===== config.mk =====
export PLATFORM = sky130hd
export DESIGN_NAME = stencil_splat_density_grid
export DESIGN_NICKNAME = d
export VERILOG_FILES = /design/src/design/ssdg_pkg.sv /design/src/design/ssdg_ctrl.sv /design/src/design/ssdg_datapath.sv /design/src/design/stencil_splat_density_grid.sv
export SDC_FILE = /design/constraint.sdc
export NUM_CORES = 2
export LEC_CHECK = 0
export BUFFER_PORTS_ARGS = -buffer_cell sky130_fd_sc_hd__buf_4
export CAP_MARGIN = 20
export CORE_AREA = 3 3 535 537
export DETAILED_ROUTE_END_ITERATION = 16
export DIE_AREA = 0 0 538 540
export PLACE_DENSITY_LB_ADDON = 0.1
export RECOVER_POWER = 25
export SYNTH_ARGS = -nofsm -noshare
export SYNTH_HDL_FRONTEND = slang
export SYNTH_HIERARCHICAL = 1
export SYNTH_SLANG_ARGS = --single-unit

===== constraint.sdc =====
create_clock -name i_clk -period 10.4 [get_ports i_clk]
set_input_delay 1.56 -clock i_clk [delete_from_list [all_inputs] [get_ports i_clk]]
set_output_delay 1.56 -clock i_clk [all_outputs]
set_load 0.005 [all_outputs]

===== src/design/ssdg_pkg.sv =====
// Shared types, constants and the stencil lookup of the splat density grid.
// Used by ssdg_ctrl, ssdg_datapath and stencil_splat_density_grid.
`default_nettype none

package ssdg_pkg;

    localparam int DROP_COORD_W = 4;
    localparam int FOOT_W       = 2;
    localparam int EMPTY_W      = 9;
    localparam int PEAK_W       = 8;
    localparam int NUM_TAPS     = 13;
    localparam int TAP_IDX_W    = 4;
    localparam int TAP_OFS_W    = 3;

    // smallest footprint that includes a tap
    localparam logic [FOOT_W-1:0] FOOT_PLUS = 2'd1;
    localparam logic [FOOT_W-1:0] FOOT_DIAG = 2'd2;
    localparam logic [FOOT_W-1:0] FOOT_ARMS = 2'd3;

    localparam logic [TAP_IDX_W-1:0] LAST_TAP = TAP_IDX_W'(NUM_TAPS - 1);

    // two's complement offsets
    localparam logic [TAP_OFS_W-1:0] OFS_M2 = 3'b110;
    localparam logic [TAP_OFS_W-1:0] OFS_M1 = 3'b111;
    localparam logic [TAP_OFS_W-1:0] OFS_Z  = 3'b000;
    localparam logic [TAP_OFS_W-1:0] OFS_P1 = 3'b001;
    localparam logic [TAP_OFS_W-1:0] OFS_P2 = 3'b010;

    typedef struct packed {
        logic [DROP_COORD_W-1:0] drop_x;
        logic [DROP_COORD_W-1:0] drop_y;
        logic [FOOT_W-1:0]       footprint;
    } t_drop;

    typedef struct packed {
        logic [EMPTY_W-1:0] empty_cells;
        logic [PEAK_W-1:0]  peak_density;
    } t_grid_res;

    typedef struct packed {
        logic [TAP_OFS_W-1:0] dr;
        logic [TAP_OFS_W-1:0] dc;
        logic [FOOT_W-1:0]    lvl;
    } t_tap;

    typedef enum logic [2:0] {
        ST_CLEAR,
        ST_IDLE,
        ST_SPLAT,
        ST_DRAIN,
        ST_REPORT
    } t_state;

    typedef struct packed {
        logic clear_step;
        logic drop_load;
        logic tap_step;
        logic rpt_load;
    } t_dp_cmd;

    typedef struct packed {
        logic clear_last;
        logic tap_last;
        logic out_busy;
    } t_dp_sts;

    function automatic t_tap tap_lookup(input logic [TAP_IDX_W-1:0] idx);
        t_tap t;
        case (idx)
            4'd0:    t = '{dr: OFS_Z,  dc: OFS_Z,  lvl: FOOT_PLUS};
            4'd1:    t = '{dr: OFS_M1, dc: OFS_Z,  lvl: FOOT_PLUS};
            4'd2:    t = '{dr: OFS_P1, dc: OFS_Z,  lvl: FOOT_PLUS};
            4'd3:    t = '{dr: OFS_Z,  dc: OFS_M1, lvl: FOOT_PLUS};
            4'd4:    t = '{dr: OFS_Z,  dc: OFS_P1, lvl: FOOT_PLUS};
            4'd5:    t = '{dr: OFS_M1, dc: OFS_M1, lvl: FOOT_DIAG};
            4'd6:    t = '{dr: OFS_M1, dc: OFS_P1, lvl: FOOT_DIAG};
            4'd7:    t = '{dr: OFS_P1, dc: OFS_M1, lvl: FOOT_DIAG};
            4'd8:    t = '{dr: OFS_P1, dc: OFS_P1, lvl: FOOT_DIAG};
            4'd9:    t = '{dr: OFS_M2, dc: OFS_Z,  lvl: FOOT_ARMS};
            4'd10:   t = '{dr: OFS_P2, dc: OFS_Z,  lvl: FOOT_ARMS};
            4'd11:   t = '{dr: OFS_Z,  dc: OFS_M2, lvl: FOOT_ARMS};
            4'd12:   t = '{dr: OFS_Z,  dc: OFS_P2, lvl: FOOT_ARMS};
            default: t = '0; // sequencer stops at the last tap
        endcase
        return t;
    endfunction

endpackage

`default_nettype wire


===== src/design/ssdg_ctrl.sv =====
// Sequencer of the splat density grid: clearing pass, tap walk, report.
// Depends on ssdg_pkg.
`default_nettype none

module ssdg_ctrl (
    input  wire logic             i_clk,
    input  wire logic             i_rst_n,
    input  wire logic             i_in_valid,
    output logic                  o_in_ready,
    input  wire ssdg_pkg::t_dp_sts i_sts,
    output ssdg_pkg::t_dp_cmd     o_cmd
);
    import ssdg_pkg::*;

    t_state r_state;
    t_state n_state;

    always_ff @(posedge i_clk) begin
        if (!i_rst_n) begin
            r_state <= ST_CLEAR;
        end else begin
            r_state <= n_state;
        end
    end

    always_comb begin
        n_state = r_state;
        case (r_state)
            ST_CLEAR: begin
                if (i_sts.clear_last) n_state = ST_IDLE;
            end
            ST_IDLE: begin
                if (i_in_valid) n_state = ST_SPLAT;
            end
            ST_SPLAT: begin
                if (i_sts.tap_last) n_state = ST_DRAIN;
            end
            ST_DRAIN: begin
                n_state = ST_REPORT;
            end
            ST_REPORT: begin
                if (!i_sts.out_busy) n_state = ST_IDLE;
            end
            default: begin
                n_state = ST_CLEAR;
            end
        endcase
    end

    always_comb begin
        o_cmd      = '0;
        o_in_ready = 1'b0;
        case (r_state)
            ST_CLEAR: begin
                o_cmd.clear_step = 1'b1;
            end
            ST_IDLE: begin
                o_in_ready      = 1'b1;
                o_cmd.drop_load = i_in_valid;
            end
            ST_SPLAT: begin
                o_cmd.tap_step = 1'b1;
            end
            ST_DRAIN: begin
                // last write-back lands this cycle
            end
            ST_REPORT: begin
                o_cmd.rpt_load = !i_sts.out_busy;
            end
            default: begin
            end
        endcase
    end

endmodule

`default_nettype wire


===== src/design/ssdg_datapath.sv =====
// Grid memory with one-tap-per-cycle read-modify-write, running empty/peak
// counters and the result register. Depends on ssdg_pkg.
`default_nettype none

module ssdg_datapath #(
    parameter int GRID_SIZE  = 16,
    parameter int COUNT_BITS = 8
) (
    input  wire logic                i_clk,
    input  wire logic                i_rst_n,
    input  wire ssdg_pkg::t_dp_cmd   i_cmd,
    input  wire ssdg_pkg::t_drop     i_drop,
    input  wire logic                i_out_ready,
    output ssdg_pkg::t_dp_sts        o_sts,
    output logic                     o_out_valid,
    output ssdg_pkg::t_grid_res      o_out_res
);
    import ssdg_pkg::*;

    localparam int IW        = $clog2(GRID_SIZE);
    localparam int AW        = 2 * IW;
    localparam int MEM_DEPTH = 1 << AW;
    localparam int CELLS     = GRID_SIZE * GRID_SIZE;
    localparam int ZW        = $clog2(CELLS + 1);
    // signed coordinate: holds -2 and the largest row or grid bound
    localparam int CW        = $clog2(GRID_SIZE + 18) + 1;

    logic [COUNT_BITS-1:0] r_mem [MEM_DEPTH];
    logic [COUNT_BITS-1:0] r_rd_data;

    t_drop                 r_drop;
    logic [TAP_IDX_W-1:0]  r_tap;
    logic [AW-1:0]         r_clr_addr;
    logic                  r_wr_pend;
    logic [AW-1:0]         r_wr_addr;
    logic [ZW-1:0]         r_zero;
    logic [COUNT_BITS-1:0] r_peak;
    logic                  r_out_valid;
    t_grid_res             r_out;

    logic                  n_wr_pend;
    t_tap                  w_tap;
    logic signed [CW-1:0]  w_row;
    logic signed [CW-1:0]  w_col;
    logic signed [CW-1:0]  w_bound;
    logic                  w_in_grid;
    logic [AW-1:0]         w_tap_addr;
    logic                  w_sat;
    logic [COUNT_BITS-1:0] w_inc;
    logic                  w_bump;
    logic                  w_we;
    logic [AW-1:0]         w_waddr;
    logic [COUNT_BITS-1:0] w_wdata;

    // stencil cell of the current tap
    always_comb begin
        w_tap      = tap_lookup(r_tap);
        w_row      = $signed(CW'(r_drop.drop_x)) + CW'($signed(w_tap.dr));
        w_col      = $signed(CW'(r_drop.drop_y)) + CW'($signed(w_tap.dc));
        w_bound    = $signed(CW'(GRID_SIZE));
        w_in_grid  = (w_row >= 0) && (w_col >= 0) && (w_row < w_bound) && (w_col < w_bound);
        w_tap_addr = {w_row[IW-1:0], w_col[IW-1:0]};
        n_wr_pend  = i_cmd.tap_step && w_in_grid && (r_drop.footprint >= w_tap.lvl);
    end

    // write-back of the previous tap, or the clearing pass
    always_comb begin
        w_sat  = &r_rd_data;
        w_inc  = r_rd_data + 1'b1;
        w_bump = r_wr_pend && !w_sat;
        if (i_cmd.clear_step) begin
            w_we    = 1'b1;
            w_waddr = r_clr_addr;
            w_wdata = '0;
        end else begin
            w_we    = w_bump;
            w_waddr = r_wr_addr;
            w_wdata = w_inc;
        end
    end

    always_ff @(posedge i_clk) begin
        if (w_we) r_mem[w_waddr] <= w_wdata;
        r_rd_data <= r_mem[w_tap_addr];
    end

    always_ff @(posedge i_clk) begin
        if (i_cmd.drop_load) r_drop <= i_drop;
        r_wr_addr <= w_tap_addr;
        if (i_cmd.rpt_load) begin
            r_out.empty_cells  <= EMPTY_W'(r_zero);
            r_out.peak_density <= PEAK_W'(r_peak);
        end
    end

    always_ff @(posedge i_clk) begin
        if (!i_rst_n) begin
            r_tap       <= '0;
            r_clr_addr  <= '0;
            r_wr_pend   <= 1'b0;
            r_zero      <= ZW'(CELLS);
            r_peak      <= '0;
            r_out_valid <= 1'b0;
        end else begin
            r_wr_pend <= n_wr_pend;
            if (i_cmd.clear_step) r_clr_addr <= r_clr_addr + 1'b1;
            if (i_cmd.drop_load) begin
                r_tap <= '0;
            end else if (i_cmd.tap_step) begin
                r_tap <= r_tap + 1'b1;
            end
            if (w_bump) begin
                if ((r_rd_data == '0) && (r_zero != '0)) r_zero <= r_zero - 1'b1;
                if (w_inc > r_peak) r_peak <= w_inc;
            end
            if (i_cmd.rpt_load) begin
                r_out_valid <= 1'b1;
            end else if (i_out_ready) begin
                r_out_valid <= 1'b0;
            end
        end
    end

    assign o_sts.clear_last = &r_clr_addr;
    assign o_sts.tap_last   = (r_tap == LAST_TAP);
    assign o_sts.out_busy   = r_out_valid && !i_out_ready;
    assign o_out_valid      = r_out_valid;
    assign o_out_res        = r_out;

endmodule

`default_nettype wire


===== src/design/stencil_splat_density_grid.sv =====
// Splat density grid: each accepted drop is walked over 13 taps, one read-modify-write
// each on the grid memory's single write port, then a write-back drain and a report load.
// One drop at a time: no new drop is accepted until the previous one has been reported;
// report waits while the previous word is still pending, holding the input.
// Synchronous active-low reset, then a clearing pass over all 2^(2*ceil(log2 GRID_SIZE))
// memory words (256 at default size) with o_in_ready low.
`default_nettype none

module stencil_splat_density_grid #(
    parameter int GRID_SIZE  = 16,
    parameter int COUNT_BITS = 8
) (
    input  wire logic                 i_clk,
    input  wire logic                 i_rst_n,
    input  wire logic                 i_in_valid,
    output logic                      o_in_ready,
    input  wire ssdg_pkg::t_drop      i_in_drop,
    output logic                      o_out_valid,
    input  wire logic                 i_out_ready,
    output ssdg_pkg::t_grid_res       o_out_res
);
    import ssdg_pkg::*;

    t_dp_cmd w_cmd;
    t_dp_sts w_sts;

    ssdg_ctrl u_ctrl (
        .i_clk      (i_clk),
        .i_rst_n    (i_rst_n),
        .i_in_valid (i_in_valid),
        .o_in_ready (o_in_ready),
        .i_sts      (w_sts),
        .o_cmd      (w_cmd)
    );

    ssdg_datapath #(
        .GRID_SIZE  (GRID_SIZE),
        .COUNT_BITS (COUNT_BITS)
    ) u_dp (
        .i_clk       (i_clk),
        .i_rst_n     (i_rst_n),
        .i_cmd       (w_cmd),
        .i_drop      (i_in_drop),
        .i_out_ready (i_out_ready),
        .o_sts       (w_sts),
        .o_out_valid (o_out_valid),
        .o_out_res   (o_out_res)
    );

    // one drop in flight: no second accept right after the first
    a_one_drop: assert property (@(posedge i_clk) disable iff (!i_rst_n)
        (i_in_valid && o_in_ready) |=> !o_in_ready)
        else $error("input accepted while a drop is in flight");

    // a pending result word is never overwritten
    a_no_overwrite: assert property (@(posedge i_clk) disable iff (!i_rst_n)
        w_cmd.rpt_load |-> !(o_out_valid && !i_out_ready))
        else $error("result register overwritten");

    // clearing pass and tap walk never share the memory write port
    a_port_excl: assert property (@(posedge i_clk) disable iff (!i_rst_n)
        w_cmd.clear_step |-> !(w_cmd.tap_step || w_cmd.drop_load || o_in_ready))
        else $error("clearing pass overlaps drop work");

endmodule

`default_nettype wire


=== Word-level counts from Yosys, hierarchy flattened ===
Memories as Yosys holds them, arrays and structs flattened. A register that Yosys moved wholly into a read port is not among the register bits.
Index checks and enable logic that the tools add are counted.

* Bits in writable memories: 2048
* Input port bits: 14
* Memories kept: 2
* Register bits: 69
* Memory bits (read-only): 128
* Output and inout port bits: 19
* Word-level logic and storage cells: 77

* Reductions and logical operators: 21
* Add/subtract/negate cells: 6
* Magnitude comparators: 6
* Equality and inequality tests: 9
* Muxes and demuxes: 19
* Bitwise operators: 1

{| class="wikitable"
|+ Memory list
! memory !! words !! width !! rd ports !! clocked after Yosys merged registers in !! write ports !! line !! text
|-
| u_dp.r_mem || 256 || 8 || 1 || 1 || 1 || ssdg_datapath.sv:28 || <nowiki>logic [COUNT_BITS-1:0] r_mem [MEM_DEPTH];</nowiki>
|-
| (no name shown) || 16 || 8 || 1 || 1 || 0 || ssdg_pkg.sv:69 || <nowiki>case (idx)</nowiki>
|}

{| class="wikitable"
|+ Operators with widths
! operator !! number
|-
| $add A8 B1 Y8 const B || 2
|-
| $mux W8 || 2
|-
| $reduce_and A8 Y1 || 2
|-
| $pmux W3 S5 || 1
|-
| $add A5 B3 Y6 || 2
|-
| $ge A6 B1 Y1 const B || 2
|-
| $lt A6 B6 Y1 const B || 2
|-
| $mux W3 || 4
|-
| $mux W1 || 10
|-
| $reduce_bool A9 Y1 || 1
|-
| $sub A9 B1 Y9 const B || 1
|-
| $gt A8 B8 Y1 || 1
|-
| $logic_and A1 B1 Y1 || 8
|-
| $logic_not A8 Y1 || 1
|-
| $mux W4 || 2
|-
| $eq A3 B2 Y1 const B || 2
|-
| $add A4 B1 Y4 const B || 1
|-
| $eq A4 B4 Y1 const B || 1
|-
| $ne A2 B1 Y1 const B || 2
|-
| $ne A2 B2 Y1 const B || 2
|-
| $reduce_and A2 Y1 || 2
|-
| $reduce_and A4 Y1 || 1
|-
| $eq A3 B1 Y1 const B || 1
|-
| $eq A3 B3 Y1 const B || 1
|-
| other kinds (6) || 8
|}

=== Logic depth before layout (Yosys ltp) ===
* Word-level depth: 7
* Mapped depth: 14
* Gate-level depth less buffers: 11

=== Hierarchy ===
The synthesis kept the hierarchy.

{| class="wikitable"
|+ By module, submodules not included
! module !! cells each !! instances !! area each (um^2)
|-
| ssdg_datapath || 5757 || 1 || 84320.9
|-
| ssdg_ctrl || 24 || 1 || 190.2
|}

=== Least setup slack after synthesis ===
Ideal clock, no wire load.

* Kind: register to register
* From: register u_ctrl.r_state[2]
* To: memory u_dp.r_mem[0][1], data pin
* Library setup time: 1.458 ns
* Setup slack: 1.616 ns
* Data required time: 8.942 ns
* Arrival time: 7.326 ns
* Path buffers: 3
* Clock period less this slack: 8.784 ns
* Cell stages (with the launch flop): 6
* Cell sequence: dfxtp_1 > nor3_1 > clkbuf_1 > buf_1 > clkbuf_1 > nor2b_1

{| class="wikitable"
|+ RTL lines
! element !! line !! text
|-
| start: declaration || ssdg_ctrl.sv:15 || <nowiki>t_state r_state;</nowiki>
|-
| start signal: assignment || ssdg_ctrl.sv:22 || <nowiki>r_state <= n_state;</nowiki>
|-
| end: declaration || ssdg_datapath.sv:28 ||
|}

==> impl_metrics.py <==
metrics = {
    "logic_synthesis": {
        "synth_flop_cell": "edfxtp_1",
        "synth_edf_count": 2075,
        "ys_warn_count": 6,
        "seq_area_frac_synth": 0.751,
        "synth_nets": 5827,
        "avgSynthCellArea_um2": 14.6,
        "ys_ff_latch": 2133,
        "synth_area_mm2": 0.0845,
        "synthCells": 5781,
        "synthDistinctLibCells": 73,
        "yosysTopAreaCellShare": 0.737,
        "yosys.area.top_type": "edfxtp_1",
        "synth_area_leaders": "edfxtp_1 (74%), nand2_1 (5.6%), mux2i_1 (3.5%)",
        "synth-async-reset-ratio": 0,
    },
    "layout": {
        "mostFrequentLayoutCells": "edfxtp_1 (2075), nand2_1 (1248), nand3_1 (477), nor2_1 (295), mux2i_1 (292)",
        "layout-drive-gt1-share": 0.0956,
        "layout.cells.non_filler": 9732,
        "final_net_count": 5828,
        "fillers": 27400,
        "stdcell_area_mm2": 0.0961,
        "layout_commonest_cell": "edfxtp_1",
        "synthToLayoutAreaGrowth_pct": 13.7,
        "fin_util": 0.341,
    },
    "sta": {
        "setup_viol": 0,
        "holdWs_ps": 433,
        "post-route-period-util": 0.717,
        "finalCriticalPeriod_ps": 7460,
        "worst_slew_pin_slew_ps": 4450,
        "hold_violations": 0,
        "slew_viol_final": 1238,
        "worst_slack_ps": 2940,
        "fmax_mhz": 134,
        "rsz0062_at_grt": "no",
        "relSlewSlack": -1.97,
        "clock_skew_ps": 52.9,
        "setup_tns_ps": 0,
    },
    "floorplan": {
        "std_cell_rows": 195,
        "chipWidth_um": 538,
        "ioPinCount": 33,
        "start_util": 0.300,
        "die_area_mm2": 0.291,
        "die_h_um": 540,
        "coreArea_mm2": 0.282,
    },
    "place": {
        "post-dp-hpwl_mm": 156,
        "io_buffers": 32,
        "place_congestion": 0.756,
        "place_area_mm2": 0.0889,
        "dp.cells": 9288,
        "place_ws_ps": 4440,
    },
    "clocking": {
        "cts_buffer_depth": 3,
        "cts_tree": "yes",
        "cts_htree_levels": 4,
        "clkTransAtPathRegs_ps": 60,
        "cts_resized": 0,
        "cts_sinks": 2133,
        "insertion_delay_ps": 870,
        "post_cts_buffers": 0,
        "root_buffer": "clkbuf_16",
        "cts_buffers": 232,
        "ctsHoldBuffers": 0,
    },
    "power_and_ir_drop": {
        "p_leak_nw": 30.1,
        "peakVddDrop_mv": 0.142,
        "p_comb_frac": 0.004,
        "pwr-share-seq": 0.536,
        "switching_share": 0.202,
        "power_frac_clock": 0.460,
        "power_mw": 17.4,
        "p_int_mw": 13.9,
        "p_sw_mw": 3.51,
        "power_density_mw_per_mm2": 181,
    },
    "critical_path": {
        "required_ps": 10570,
        "worstSetupEndpoint": "u_dp/r_mem[192][2]",
        "r2r-end": "u_dp/r_mem[192][2]",
        "arrival_ps": 7630,
        "ff2ff_setup_slack_ps": 2940,
        "worstPathMaxFanout": 69,
        "r2r-start": "u_ctrl/r_state[2]",
        "critPathLaunch": "u_ctrl/r_state[2]",
        "critPathLaunchType": "flop",
        "end_kind": "flop",
        "reg2regPathDepth": 5,
        "worst-setup-path-type": "flop to flop",
    },
    "grt": {
        "antenna_found_initial": 20,
        "globalRouteMet3Util": 0.0232,
        "met1_usage": 0.261,
        "grt_pass1_wl_mm": 383,
        "grt_pass1_vias": 48600,
        "grt_overflow": 0,
        "grtUsageMet2": 0.299,
        "grt_max_degree": 184,
        "busiest_layer": "met2",
        "grtUsageTotal": 0.183,
    },
    "routing": {
        "vias": 48800,
        "firstDrtPassIters": 6,
        "wl_per_cell_um": 27.8,
        "avgViaCountPerCell": 5.01,
        "drt-initial-drc-count": 4097,
        "ant_nets": 0,
        "drc": 0,
        "wirelength_mm": 270,
    },
    "status": {
        "violations": "max-capacitance violations, max-slew violations",
        "status": "complete, but fails checks",
    },
    "worst_hold_path": {
        "hp-class": "flop to flop",
        "min_from": "u_dp/r_peak[2]",
    },
    "run": {
        "drv_cap": 21,
    },
}
worst max-delay path, stage by stage, from the launching register on:
cell and delay (ps):
dfxtp_1 450, nor3_1 70, clkbuf_1 870, nor2b_4 320, clkbuf_1 2360, clkbuf_1 2500
state kept, by name, summed over array words and instances, names as in the netlist:
| register | flops |
|---|---|
| u_dp/o_out_res | 17 |
| u_dp/r_clr_addr | 8 |
| u_dp/r_rd_data | 8 |
| u_dp/r_mem | 2048 |
| u_dp/r_drop | 10 |
| u_dp/o_out_valid | 1 |
| u_dp/r_peak | 8 |
| u_dp/r_wr_addr | 8 |
| u_dp/w_tap | 8 |
| u_dp/r_tap | 4 |
| u_dp/r_zero | 9 |
| u_ctrl/r_state | 3 |
| u_dp/r_wr_pend | 1 |
synth_stat cells, drive strengths merged (3+ instances only):
master and instances:
buf 169, nand4 250, and2 14, edfxtp 2075
xor2 9, clkbuf 192, o32ai 8, nor3b 29
nand4b 6, a22oi 58, nor4 4, or3 5
or2 4, nand3b 20, o211a 13, inv 33
nor2 298, xnor2 15, ha 30, nor2b 20
a211o 6, mux2 45, o211ai 12, dfxtp 58
o21ai 17, nand3 477, o2111ai 20, a21o 3
nand2 1265, a21oi 17, nor3 39, a211oi 12
o22ai 21, nand2b 14, a32oi 131, mux4 66
a21boi 4, mux2i 297
cell type report:
type	instances	area [µm²]	share of cell area
Antenna cell	4	10.0	0.000104
Clock buffer	321	6310	0.0657
Clock inverter	116	982	0.0102
Inverter	35	139	0.00145
Multi-Input combinational cell	3252	19400	0.202
Sequential cell	2133	63500	0.660
Tap cell	3743	4680	0.0487
Timing Repair Buffer	128	1070	0.0111
per-layer routing:
metal	vias up	part of all wire
met3	291	0.041
met5	-	0
met4	0	0.018
met1	25600	0.46
met2	1016	0.48
li1	21900	-
cells by family after synthesis:
family                     synth area share
AOI/OAI and AO/OA                    0.0319
xor gates and xnor gates            0.00271
adders and majority gates           0.00492
buffers and inverters                0.0217
DFF                                   0.751
muxes                                0.0588
and+or+nand+nor                       0.129
power by group through the flow:
| stage | Sequential [mW] | Clock, mW | Combinational, mW |
|---|---|---|---|
| 3_3_place_gp | 9.48 | 0 | 0.0774 |
| 5_1_grt | 9.30 | 8.54 | 0.0792 |
| 4_1_cts | 9.30 | 8.21 | 0.0783 |
| 6_report | 9.30 | 7.98 | 0.0774 |
| 2_1_floorplan | 9.48 | 0 | 0.0234 |
| 3_5_place_dp | 9.48 | 0 | 0.0779 |
how the worst min path moves through the flow:
stage | slack (ps) | cells past startpoint | end
after floorplan | 410 | 0 | u_dp/o_out_res[2]
after global placement | 430 | 0 | u_dp/o_out_res[2]
after detailed placement | 420 | 0 | u_dp/o_out_res[4]
after CTS | 440 | 0 | u_dp/o_out_res[4]
after global routing | 450 | 0 | u_dp/o_out_res[4]
final | 430 | 0 | u_dp/o_out_res[2]
Power figures use the tool's default switching activity.
